==> src/hdl/hfbt_pkg.sv <==
`timescale 1ns / 1ps
// ----------------------------------------------------------------------------
// hfbt_pkg
// Shared types and constants of the host failure backoff table.
// ----------------------------------------------------------------------------
package hfbt_pkg;

  localparam int ENTRIES = 64;
  localparam int IDX_W   = (ENTRIES > 1) ? $clog2(ENTRIES) : 1;
  localparam int CNT_W   = $clog2(ENTRIES + 1);
  localparam int KEY_W   = 36;

  localparam logic [7:0]  BASE_RST  = 8'd60;
  localparam logic [4:0]  JIT_RST   = 5'd0;
  localparam logic [3:0]  WSH_RST   = 4'd6;
  localparam logic [15:0] HOLD_RST  = 16'd120;
  localparam logic [3:0]  MAXE_RST  = 4'd10;
  localparam logic [4:0]  AGE_RST   = 5'd10;

  typedef enum logic [2:0] {
    REG_BASE = 3'd0,
    REG_JIT  = 3'd1,
    REG_WSH  = 3'd2,
    REG_HOLD = 3'd3,
    REG_MAXE = 3'd4,
    REG_AGE  = 3'd5
  } reg_idx_t;

  typedef enum logic [1:0] {
    KIND_QUERY   = 2'd0,
    KIND_SUCCESS = 2'd1,
    KIND_FAILURE = 2'd2
  } kind_t;

  typedef enum logic [1:0] {
    OP_QUERY,
    OP_SUCCESS,
    OP_FAILURE,
    OP_NONE
  } op_t;

  typedef enum logic [2:0] {
    ACT_NONE     = 3'd0,
    ACT_CLEARED  = 3'd1,
    ACT_COUNTED  = 3'd2,
    ACT_HELD     = 3'd3,
    ACT_INSERTED = 3'd4
  } action_t;

  typedef enum logic [1:0] {
    ES_IDLE,
    ES_SCAN,
    ES_DECIDE,
    ES_OUT
  } eng_state_t;

  typedef struct packed {
    op_t         op;
    logic [31:0] addr;
    logic [31:0] now;
  } item_t;

  typedef struct packed {
    logic [31:0] addr;
    logic [3:0]  cnt;
    logic [31:0] tstamp;
  } entry_t;

  typedef struct packed {
    logic [7:0]  base_seconds;
    logic [4:0]  jitter;
    logic [3:0]  window_shift;
    logic [15:0] hold_seconds;
    logic [3:0]  max_errors;
    logic [4:0]  age_weight_shift;
  } cfg_t;

  typedef struct packed {
    logic    timed_out;
    logic    found;
    logic [5:0] slot;
    action_t action;
  } res_t;

endpackage

==> src/hdl/hfbt_front.sv <==
`timescale 1ns / 1ps
// ----------------------------------------------------------------------------
// hfbt_front
// Accepts input transfers, classifies the kind and queues up to two items.
// ----------------------------------------------------------------------------
module hfbt_front (
  input  logic           clk,
  input  logic           rst_n,
  input  logic           in_valid,
  output logic           in_stall,
  input  logic [1:0]     in_kind,
  input  logic [31:0]    in_host_address,
  input  logic [31:0]    in_now,
  output logic           q_avail,
  output hfbt_pkg::item_t q_item,
  input  logic           q_pop
);
  import hfbt_pkg::*;

  item_t      slot_r [2];
  logic [1:0] cnt_r, cnt_nxt;
  logic       wp_r, wp_nxt;
  logic       rp_r, rp_nxt;
  logic       push;
  op_t        op;

  always_comb begin
    case (in_kind)
      KIND_QUERY:   op = OP_QUERY;
      KIND_SUCCESS: op = OP_SUCCESS;
      KIND_FAILURE: op = OP_FAILURE;
      default:      op = OP_NONE;
    endcase
  end

  assign in_stall = (cnt_r == 2'd2);
  assign push     = in_valid && !in_stall;
  assign q_avail  = (cnt_r != 2'd0);
  assign q_item   = slot_r[rp_r];

  always_comb begin
    wp_nxt  = push ? ~wp_r : wp_r;
    rp_nxt  = q_pop ? ~rp_r : rp_r;
    cnt_nxt = cnt_r + {1'b0, push} - {1'b0, q_pop};
  end

  always_ff @(posedge clk) begin
    if (!rst_n) begin
      cnt_r <= 2'd0;
      wp_r  <= 1'b0;
      rp_r  <= 1'b0;
    end else begin
      cnt_r <= cnt_nxt;
      wp_r  <= wp_nxt;
      rp_r  <= rp_nxt;
    end
  end

  always_ff @(posedge clk) begin
    if (push) begin
      slot_r[wp_r] <= '{op: op, addr: in_host_address, now: in_now};
    end
  end

endmodule

==> src/hdl/hfbt_engine.sv <==
`timescale 1ns / 1ps
// ----------------------------------------------------------------------------
// hfbt_engine
// Scans the table if needed, updates at most one entry and forms the result.
// ----------------------------------------------------------------------------
module hfbt_engine (
  input  logic            clk,
  input  logic            rst_n,
  input  hfbt_pkg::cfg_t  cfg,
  input  logic            q_avail,
  input  hfbt_pkg::item_t q_item,
  output logic            q_pop,
  output logic            res_valid,
  input  logic            res_stall,
  output hfbt_pkg::res_t  res
);
  import hfbt_pkg::*;

  entry_t             mem [ENTRIES];
  logic [ENTRIES-1:0] vld_r;
  entry_t             mem_q_r;
  logic               vq_r;

  eng_state_t state_r, state_nxt;
  item_t      item_r;
  logic [CNT_W-1:0] rd_idx_r, rd_idx_nxt;
  logic       cmp_v_r;
  logic [IDX_W-1:0] cmp_idx_r;
  logic       issue;

  logic             hit_r, free_v_r, best_v_r;
  logic [IDX_W-1:0] hit_idx_r, free_idx_r, best_idx_r;
  logic [3:0]       hit_cnt_r;
  logic [31:0]      hit_time_r;
  logic [KEY_W-1:0] best_key_r;
  logic             lqf_r, lqf_nxt;
  res_t             res_r, res_nxt;

  entry_t           e;
  logic [KEY_W-1:0] key;
  logic             last_cmp;
  logic [31:0]      diff;
  logic [31:0]      window;
  logic [4:0]       inc;
  logic [3:0]       sat;
  logic             we;
  logic [IDX_W-1:0] wr_idx;
  logic [IDX_W-1:0] vict;
  entry_t           wr_data;

  assign e        = vq_r ? mem_q_r : '0;
  assign key      = KEY_W'(e.tstamp) + (KEY_W'(e.cnt) << cfg.age_weight_shift);
  assign issue    = (state_r == ES_SCAN) && (rd_idx_r < CNT_W'(ENTRIES));
  assign last_cmp = cmp_v_r && (cmp_idx_r == IDX_W'(ENTRIES - 1));
  assign diff     = item_r.now - hit_time_r;
  assign window   = 32'({1'b0, cfg.base_seconds} + {4'b0, cfg.jitter}) << cfg.window_shift;
  assign inc      = {1'b0, hit_cnt_r} + 5'd1;
  assign sat      = (inc > {1'b0, cfg.max_errors}) ? cfg.max_errors : inc[3:0];
  assign vict     = free_v_r ? free_idx_r : best_idx_r;

  assign res_valid = (state_r == ES_OUT);
  assign res       = res_r;

  // Next state, queue pop and the decision of one item.
  always_comb begin
    state_nxt  = state_r;
    rd_idx_nxt = rd_idx_r;
    q_pop      = 1'b0;
    lqf_nxt    = lqf_r;
    res_nxt    = res_r;
    we         = 1'b0;
    wr_idx     = hit_idx_r;
    wr_data    = '{addr: item_r.addr, cnt: 4'd0, tstamp: hit_time_r};
    case (state_r)
      ES_IDLE: begin
        rd_idx_nxt = '0;
        if (q_avail) begin
          q_pop = 1'b1;
          if (q_item.op == OP_NONE ||
              (q_item.op == OP_SUCCESS && !lqf_r)) begin
            res_nxt   = '{timed_out: 1'b0, found: 1'b0, slot: 6'd0, action: ACT_NONE};
            state_nxt = ES_OUT;
          end else begin
            state_nxt = ES_SCAN;
          end
        end
      end
      ES_SCAN: begin
        if (issue) begin
          rd_idx_nxt = rd_idx_r + CNT_W'(1);
        end
        if (last_cmp) begin
          state_nxt = ES_DECIDE;
        end
      end
      ES_DECIDE: begin
        res_nxt   = '{timed_out: 1'b0, found: hit_r,
                      slot: hit_r ? 6'(hit_idx_r) : 6'd0, action: ACT_NONE};
        state_nxt = ES_OUT;
        case (item_r.op)
          OP_QUERY: begin
            lqf_nxt = hit_r;
            res_nxt.timed_out = hit_r && (hit_cnt_r >= 4'd2) && (diff < window);
          end
          OP_SUCCESS: begin
            if (hit_r) begin
              we             = 1'b1;
              res_nxt.action = ACT_CLEARED;
            end
          end
          OP_FAILURE: begin
            if (hit_r) begin
              if (hit_cnt_r != 4'd0 && diff < {16'd0, cfg.hold_seconds}) begin
                res_nxt.action = ACT_HELD;
              end else begin
                we             = 1'b1;
                wr_data        = '{addr: item_r.addr, cnt: sat, tstamp: item_r.now};
                res_nxt.action = ACT_COUNTED;
              end
            end else begin
              we             = 1'b1;
              wr_idx         = vict;
              wr_data        = '{addr: item_r.addr, cnt: 4'd1, tstamp: item_r.now};
              res_nxt.slot   = 6'(vict);
              res_nxt.action = ACT_INSERTED;
            end
          end
          default: ;
        endcase
      end
      ES_OUT: begin
        if (!res_stall) begin
          state_nxt = ES_IDLE;
        end
      end
      default: state_nxt = ES_IDLE;
    endcase
  end

  always_ff @(posedge clk) begin
    if (!rst_n) begin
      state_r  <= ES_IDLE;
      rd_idx_r <= '0;
      cmp_v_r  <= 1'b0;
      lqf_r    <= 1'b0;
      vld_r    <= '0;
    end else begin
      state_r  <= state_nxt;
      rd_idx_r <= rd_idx_nxt;
      cmp_v_r  <= issue;
      lqf_r    <= lqf_nxt;
      if (we) begin
        vld_r[wr_idx] <= 1'b1;
      end
    end
  end

  // Table memory: one read and one write port, read data registered.
  always_ff @(posedge clk) begin
    mem_q_r <= mem[rd_idx_r[IDX_W-1:0]];
    vq_r    <= vld_r[rd_idx_r[IDX_W-1:0]];
    if (we) begin
      mem[wr_idx] <= wr_data;
    end
  end

  // Scan tracking: first match, first free entry, oldest-weighted entry.
  always_ff @(posedge clk) begin
    cmp_idx_r <= rd_idx_r[IDX_W-1:0];
    res_r     <= res_nxt;
    if (state_r == ES_IDLE) begin
      item_r   <= q_item;
      hit_r    <= 1'b0;
      free_v_r <= 1'b0;
      best_v_r <= 1'b0;
    end else if (cmp_v_r) begin
      if (!hit_r && e.addr == item_r.addr) begin
        hit_r      <= 1'b1;
        hit_idx_r  <= cmp_idx_r;
        hit_cnt_r  <= e.cnt;
        hit_time_r <= e.tstamp;
      end
      if (!free_v_r && e.cnt == 4'd0) begin
        free_v_r   <= 1'b1;
        free_idx_r <= cmp_idx_r;
      end
      if (!best_v_r || key < best_key_r) begin
        best_v_r   <= 1'b1;
        best_key_r <= key;
        best_idx_r <= cmp_idx_r;
      end
    end
  end

endmodule

==> src/hdl/host_failure_backoff_table.sv <==
`timescale 1ns / 1ps
// Path: front queue, scan of all ENTRIES entries, decide, output; unknown kinds and
//   success reports while the last query found no entry (or none came yet) skip the scan.
// Items go through the engine one at a time, each scan reading the table through the
//   one read port of the table memory; the front holds up to two items meanwhile.
// Reset (rst_n, synchronous): table reads as all zero through per-entry valid bits,
//   registers return to their defaults, no clearing pass is needed.
// ----------------------------------------------------------------------------
// host_failure_backoff_table
// Table of remote hosts with failure counts; answers backoff queries.
// ----------------------------------------------------------------------------
module host_failure_backoff_table (
  input  logic        clk,
  input  logic        rst_n,
  input  logic        in_valid,
  output logic        in_stall,
  input  logic [1:0]  in_kind,
  input  logic [31:0] in_host_address,
  input  logic [31:0] in_now,
  output logic        out_valid,
  input  logic        out_stall,
  output logic        out_timed_out,
  output logic        out_found,
  output logic [5:0]  out_slot,
  output logic [2:0]  out_action,
  input  logic        psel,
  input  logic        penable,
  input  logic        pwrite,
  input  logic [4:0]  paddr,
  input  logic [31:0] pwdata,
  output logic [31:0] prdata,
  output logic        pready
);
  import hfbt_pkg::*;

  cfg_t  cfg_r, cfg_nxt;
  logic  cfg_we;
  logic  q_avail, q_pop;
  item_t q_item;
  res_t  res;

  // Configuration registers: write on the access phase of an APB transfer.
  assign pready = 1'b1;
  assign cfg_we = psel && penable && pwrite;

  always_comb begin
    cfg_nxt = cfg_r;
    if (cfg_we) begin
      case (reg_idx_t'(paddr[4:2]))
        REG_BASE: cfg_nxt.base_seconds     = pwdata[7:0];
        REG_JIT:  cfg_nxt.jitter           = pwdata[4:0];
        REG_WSH:  cfg_nxt.window_shift     = pwdata[3:0];
        REG_HOLD: cfg_nxt.hold_seconds     = pwdata[15:0];
        REG_MAXE: cfg_nxt.max_errors       = pwdata[3:0];
        REG_AGE:  cfg_nxt.age_weight_shift = pwdata[4:0];
        default:  ;
      endcase
    end
  end

  always_ff @(posedge clk) begin
    if (!rst_n) begin
      cfg_r <= '{base_seconds: BASE_RST, jitter: JIT_RST, window_shift: WSH_RST,
                 hold_seconds: HOLD_RST, max_errors: MAXE_RST, age_weight_shift: AGE_RST};
    end else begin
      cfg_r <= cfg_nxt;
    end
  end

  // Read back the addressed register, zero beyond the list.
  always_comb begin
    case (reg_idx_t'(paddr[4:2]))
      REG_BASE: prdata = {24'd0, cfg_r.base_seconds};
      REG_JIT:  prdata = {27'd0, cfg_r.jitter};
      REG_WSH:  prdata = {28'd0, cfg_r.window_shift};
      REG_HOLD: prdata = {16'd0, cfg_r.hold_seconds};
      REG_MAXE: prdata = {28'd0, cfg_r.max_errors};
      REG_AGE:  prdata = {27'd0, cfg_r.age_weight_shift};
      default:  prdata = 32'd0;
    endcase
  end

  // Front: take transfers and hold up to two classified items.
  hfbt_front u_front (
    .clk             (clk),
    .rst_n           (rst_n),
    .in_valid        (in_valid),
    .in_stall        (in_stall),
    .in_kind         (in_kind),
    .in_host_address (in_host_address),
    .in_now          (in_now),
    .q_avail         (q_avail),
    .q_item          (q_item),
    .q_pop           (q_pop)
  );

  // Back: scan the table if needed, update at most one entry, hold the result until taken.
  hfbt_engine u_engine (
    .clk       (clk),
    .rst_n     (rst_n),
    .cfg       (cfg_r),
    .q_avail   (q_avail),
    .q_item    (q_item),
    .q_pop     (q_pop),
    .res_valid (out_valid),
    .res_stall (out_stall),
    .res       (res)
  );

  assign out_timed_out = res.timed_out;
  assign out_found     = res.found;
  assign out_slot      = res.slot;
  assign out_action    = res.action;

`ifndef SYNTHESIS
  a_tmo_needs_hit: assert property (@(posedge clk) disable iff (!rst_n)
    (out_valid && out_timed_out) |-> (out_found && out_action == ACT_NONE))
    else $error("timed_out without a matched entry");

  a_insert_no_found: assert property (@(posedge clk) disable iff (!rst_n)
    (out_valid && out_action == ACT_INSERTED) |-> !out_found)
    else $error("insert reported a match");

  a_miss_slot_zero: assert property (@(posedge clk) disable iff (!rst_n)
    (out_valid && !out_found && out_action != ACT_INSERTED) |-> (out_slot == 6'd0))
    else $error("slot nonzero without match or insert");

  a_clear_needs_found: assert property (@(posedge clk) disable iff (!rst_n)
    (out_valid && (out_action == ACT_CLEARED || out_action == ACT_COUNTED ||
                   out_action == ACT_HELD)) |-> out_found)
    else $error("entry update reported without a match");
`endif

endmodule
==> config.mk <==
export PLATFORM = sky130hd
export DESIGN_NAME = host_failure_backoff_table
export DESIGN_NICKNAME = d
export VERILOG_FILES = /design/src/hdl/hfbt_pkg.sv /design/src/hdl/hfbt_front.sv /design/src/hdl/hfbt_engine.sv /design/src/hdl/host_failure_backoff_table.sv
export SDC_FILE = /design/constraint.sdc
export NUM_CORES = 2
export LEC_CHECK = 0
export BUFFER_PORTS_ARGS = -buffer_cell sky130_fd_sc_hd__clkbuf_2
export CAP_MARGIN = 20
export CORE_ASPECT_RATIO = 1.75
export CORE_MARGIN = 8
export CORE_UTILIZATION = 53
export DETAILED_ROUTE_END_ITERATION = 6
export HOLD_SLACK_MARGIN = 0.06
export PLACE_DENSITY = 0.77
export SYNTH_ARGS = -nofsm -noshare
export SYNTH_HDL_FRONTEND = slang
export SYNTH_HIERARCHICAL = 1
export SYNTH_MEMORY_MAX_BITS = 65536
export SYNTH_SLANG_ARGS = --single-unit
==> constraint.sdc <==
create_clock -name clk -period 16 [get_ports clk]
set_input_delay 3.2 -clock clk [delete_from_list [all_inputs] [get_ports clk]]
set_output_delay 3.2 -clock clk [all_outputs]
set_load 0.02 [all_outputs]
==> flow_summary.ini <==
[finish]
final_core_utilization_pct = 59.2
area_delta_synth_final_pct = 11.1
fillers = 23400
final_area_um2 = 211000
final_nets = 9112
drive_gt1_share_pct = 28.8
instances_no_fill = 13900

[logic_synthesis]
netlist_area_um2 = 190000
synth_cells = 8495
synth_seq_area_share_pct = 75.7
synthFlopType = edfxtp_1
synthArstFlopShare_pct = 0
yosysUniqueCellTypes = 79
syn_area_per_cell_um2 = 22.3
synth_enable_flop_cells = 4651
synth_top_area_cell = edfxtp_1
yosys_warnings = 6
synth_area_leaders = edfxtp_1, mux4_2, dfxtp_1
synth.top_cell.area_share_pct = 73.6
synth-seq-cells = 4851

[critical_path]
r2r_start = u_engine/vq_r$_DFF_P_
startpoint_type = flip-flop
required_ns = 16.61
cp-end-kind = flip-flop
r2r.worst_path.cells = 32
critical-path-slowest-cell = buf_4
timing.rr.end = u_engine/best_key_r[33]$_DFFE_PP_
slowest_delay_ns = 0.78
crit_fanout = 56
cp.depth = 32
critical-path-top-delay-family = compound AO/OA/AOI/OAI gates
critical_path.most_common_cell = o21ai_0
critPathBufInv = 3
worstSetupPathType = reg2reg
arrival_ns = 9.50
rrSetupSlack_ns = 7.11

[status]
status = finished with violations
violations = design-rule violations

[flow_run]
maxCapViolCount = 0

[global_route]
grt_pass1_wl_um = 752000
first_global_vias = 98500
antenna_found_initial = 26
overflow = 0
track_usage_pct = 28.2
grt_max_degree = 142

[timing]
finalSetupViolCount = 0
max_slew_margin_pct = 14.2
drv_slew = 0
max_freq_ghz = 0.113
rsz0062_at_grt = no
clock_skew_ns = 0.0887
min_period_ns = 8.89
setup_tns_ns = 0
fin_ws_ns = 7.11
hold_viol = 0
min_period_over_period_pct = 55.6
tightest_slew_ns = 1.29
worst_hold_slack_ns = 0.444

[cts]
clkSlewWorstSetupHoldPaths_ns = 0.07
cts_buffers = 392
cts-resized-gates = 0
clock_sinks = 4851
cts_tree = built
htreeDepth = 5
clkLatencyLatePin_ns = 1.00
ctsHoldBuffers = 0
cts_setup_buffers = 0
cts.path.max_buffers = 4
clockRootBuffer = clkbuf_16

[routing]
routed_wirelength_um = 544000
drt_iter0_markers = 15300
vias_per_cell = 6.93
via_count = 96000
drc = 5
antenna_left = 0
drtPass1Iterations = 7
avgRoutedWirePerCell_um = 39.2

[die]
placementRows = 290
start_util_pct = 53.3
dieArea_um2 = 378000
core_area_um2 = 356000
fp.dieH_um = 808
io_pins = 156
die_w_um = 468

[worst_hold_path]
whs_endpoint = u_engine/vld_r[39]$_SDFFE_PN0P_
worstHoldStart = u_engine/vld_r[39]$_SDFFE_PN0P_
whs_path_depth = 2
min_path_type = reg2reg

[pwr]
power.total_mw = 29.2
cellPowerDensity_nw_per_um2 = 138
power.leakage_nw = 63.4
ir_drop_mv = 0.129

[place]
routabilityCongestion = 0.920
place_inst = 13100
dp_slack_ns = 7.31
placed_area_um2 = 197000
dpl.hpwl_um = 260000
port_buffers = 120
cell type report:
| class | instances | area [um2] | area share, % |
|---|---|---|---|
| inverters | 148 | 556 | 0.264 |
| multi-input cells | 3074 | 44300 | 21.0 |
| well taps | 4672 | 5850 | 2.77 |
| clock inverters | 246 | 2760 | 1.31 |
| diodes | 21 | 52.6 | 0.0249 |
| clock buffers | 478 | 10400 | 4.95 |
| repair buffers | 374 | 3170 | 1.51 |
| flip-flops and latches | 4851 | 144000 | 68.2 |
sequential cells by signal, indices dropped and copies added, names as in the netlist, 4 cells and up, named ones only:
register	cells
u_engine/mem	4352
u_front/slot_r	132
u_engine/mem_q_r	68
u_engine/item_r	66
u_engine/vld_r	64
cfg_r	42
u_engine/best_key_r	36
u_engine/hit_time_r	32
u_engine/res	11
u_engine/rd_idx_r	7
u_engine/best_idx_r	6
u_engine/cmp_idx_r	6
u_engine/free_idx_r	6
u_engine/hit_idx_r	6
u_engine/hit_cnt_r	4
layer usage:
layer	GRT usage (%)	up-vias	wire [um]
li1	-	36400	-
met1	33.0	49500	165000
met2	47.6	8108	271000
met3	6.29	1974	65500
met4	17.4	24	42600
met5	0	-	151
power by group:
| part | total, mW | internal, mW | switching, mW |
|---|---|---|---|
| logic | 3.91 | 1.53 | 2.38 |
| clock network | 10.1 | 5.54 | 4.60 |
| registers | 15.1 | 14.9 | 0.193 |
worst max-delay path by stage:
stage | start | to | slack (ns)
2_1_floorplan | u_engine/item_r[0]$_DFFE_PP_ | u_engine/mem[32][0]$_DFFE_PP_ | 4.93
3_5_place_dp | u_engine/vq_r$_DFF_P_ | u_engine/best_idx_r[4]$_DFFE_PP_ | 7.31
5_1_grt | u_engine/vq_r$_DFF_P_ | u_engine/best_key_r[24]$_DFFE_PP_ | 6.76
3_3_place_gp | u_engine/vq_r$_DFF_P_ | u_engine/best_idx_r[4]$_DFFE_PP_ | 7.10
4_1_cts | u_engine/vq_r$_DFF_P_ | u_engine/best_key_r[33]$_DFFE_PP_ | 7.26
6_report | u_engine/vq_r$_DFF_P_ | u_engine/best_key_r[33]$_DFFE_PP_ | 7.11
tightest hold or removal path, stage by stage (launching register included):
cell     delay, ns
dfxtp_1       0.31
nand2_1       0.05
o21ai_1       0.05
synthesized netlist by cell type (all sizes together) (15+ instances only):
library cell / n
nand2b: 26
nor3: 37
nor2: 147
o21a: 15
clkbuf: 310
inv: 148
nand2: 281
nor2b: 27
ha: 158
o211ai: 17
mux2: 111
nand4: 21
nand3: 47
xor2: 23
a21o: 53
buf: 127
and2: 43
o21ai: 157
dfxtp: 200
nor4: 56
mux4: 1451
xnor2: 53
and3: 24
a22oi: 15
a21oi: 96
mux2i: 49
edfxtp: 4651
cell families (layout without fill, tap and decap cells):
kind of cell / Yosys count / in the layout / share of synthesized area [%]
mux: 1611 / 1611 / 18.2
xor+xnor: 76 / 76 / 0.351
flops: 4851 / 4851 / 75.7
simple gates: 743 / 743 / 1.87
buf+inv: 585 / 1246 / 1.23
compound gates: 466 / 466 / 1.56
other cells: 2 / 38 / 0.00396
fa+ha+maj: 161 / 161 / 1.07
cells in the final DEF, fill, tap and decap left out, types with 67 or more instances in the layout:
cell type / instances
o21ai_0: 90
ha_1: 157
buf_4: 201
nand2_1: 281
mux4_2: 1451
dfxtp_1: 192
clkbuf_2: 119
inv_1: 148
o21ai_1: 67
nor2_1: 142
edfxtp_1: 4651
clkinv_2: 80
clkbuf_16: 401
mux2_2: 71
a21oi_1: 95
Power figures use the tool's default switching activity.
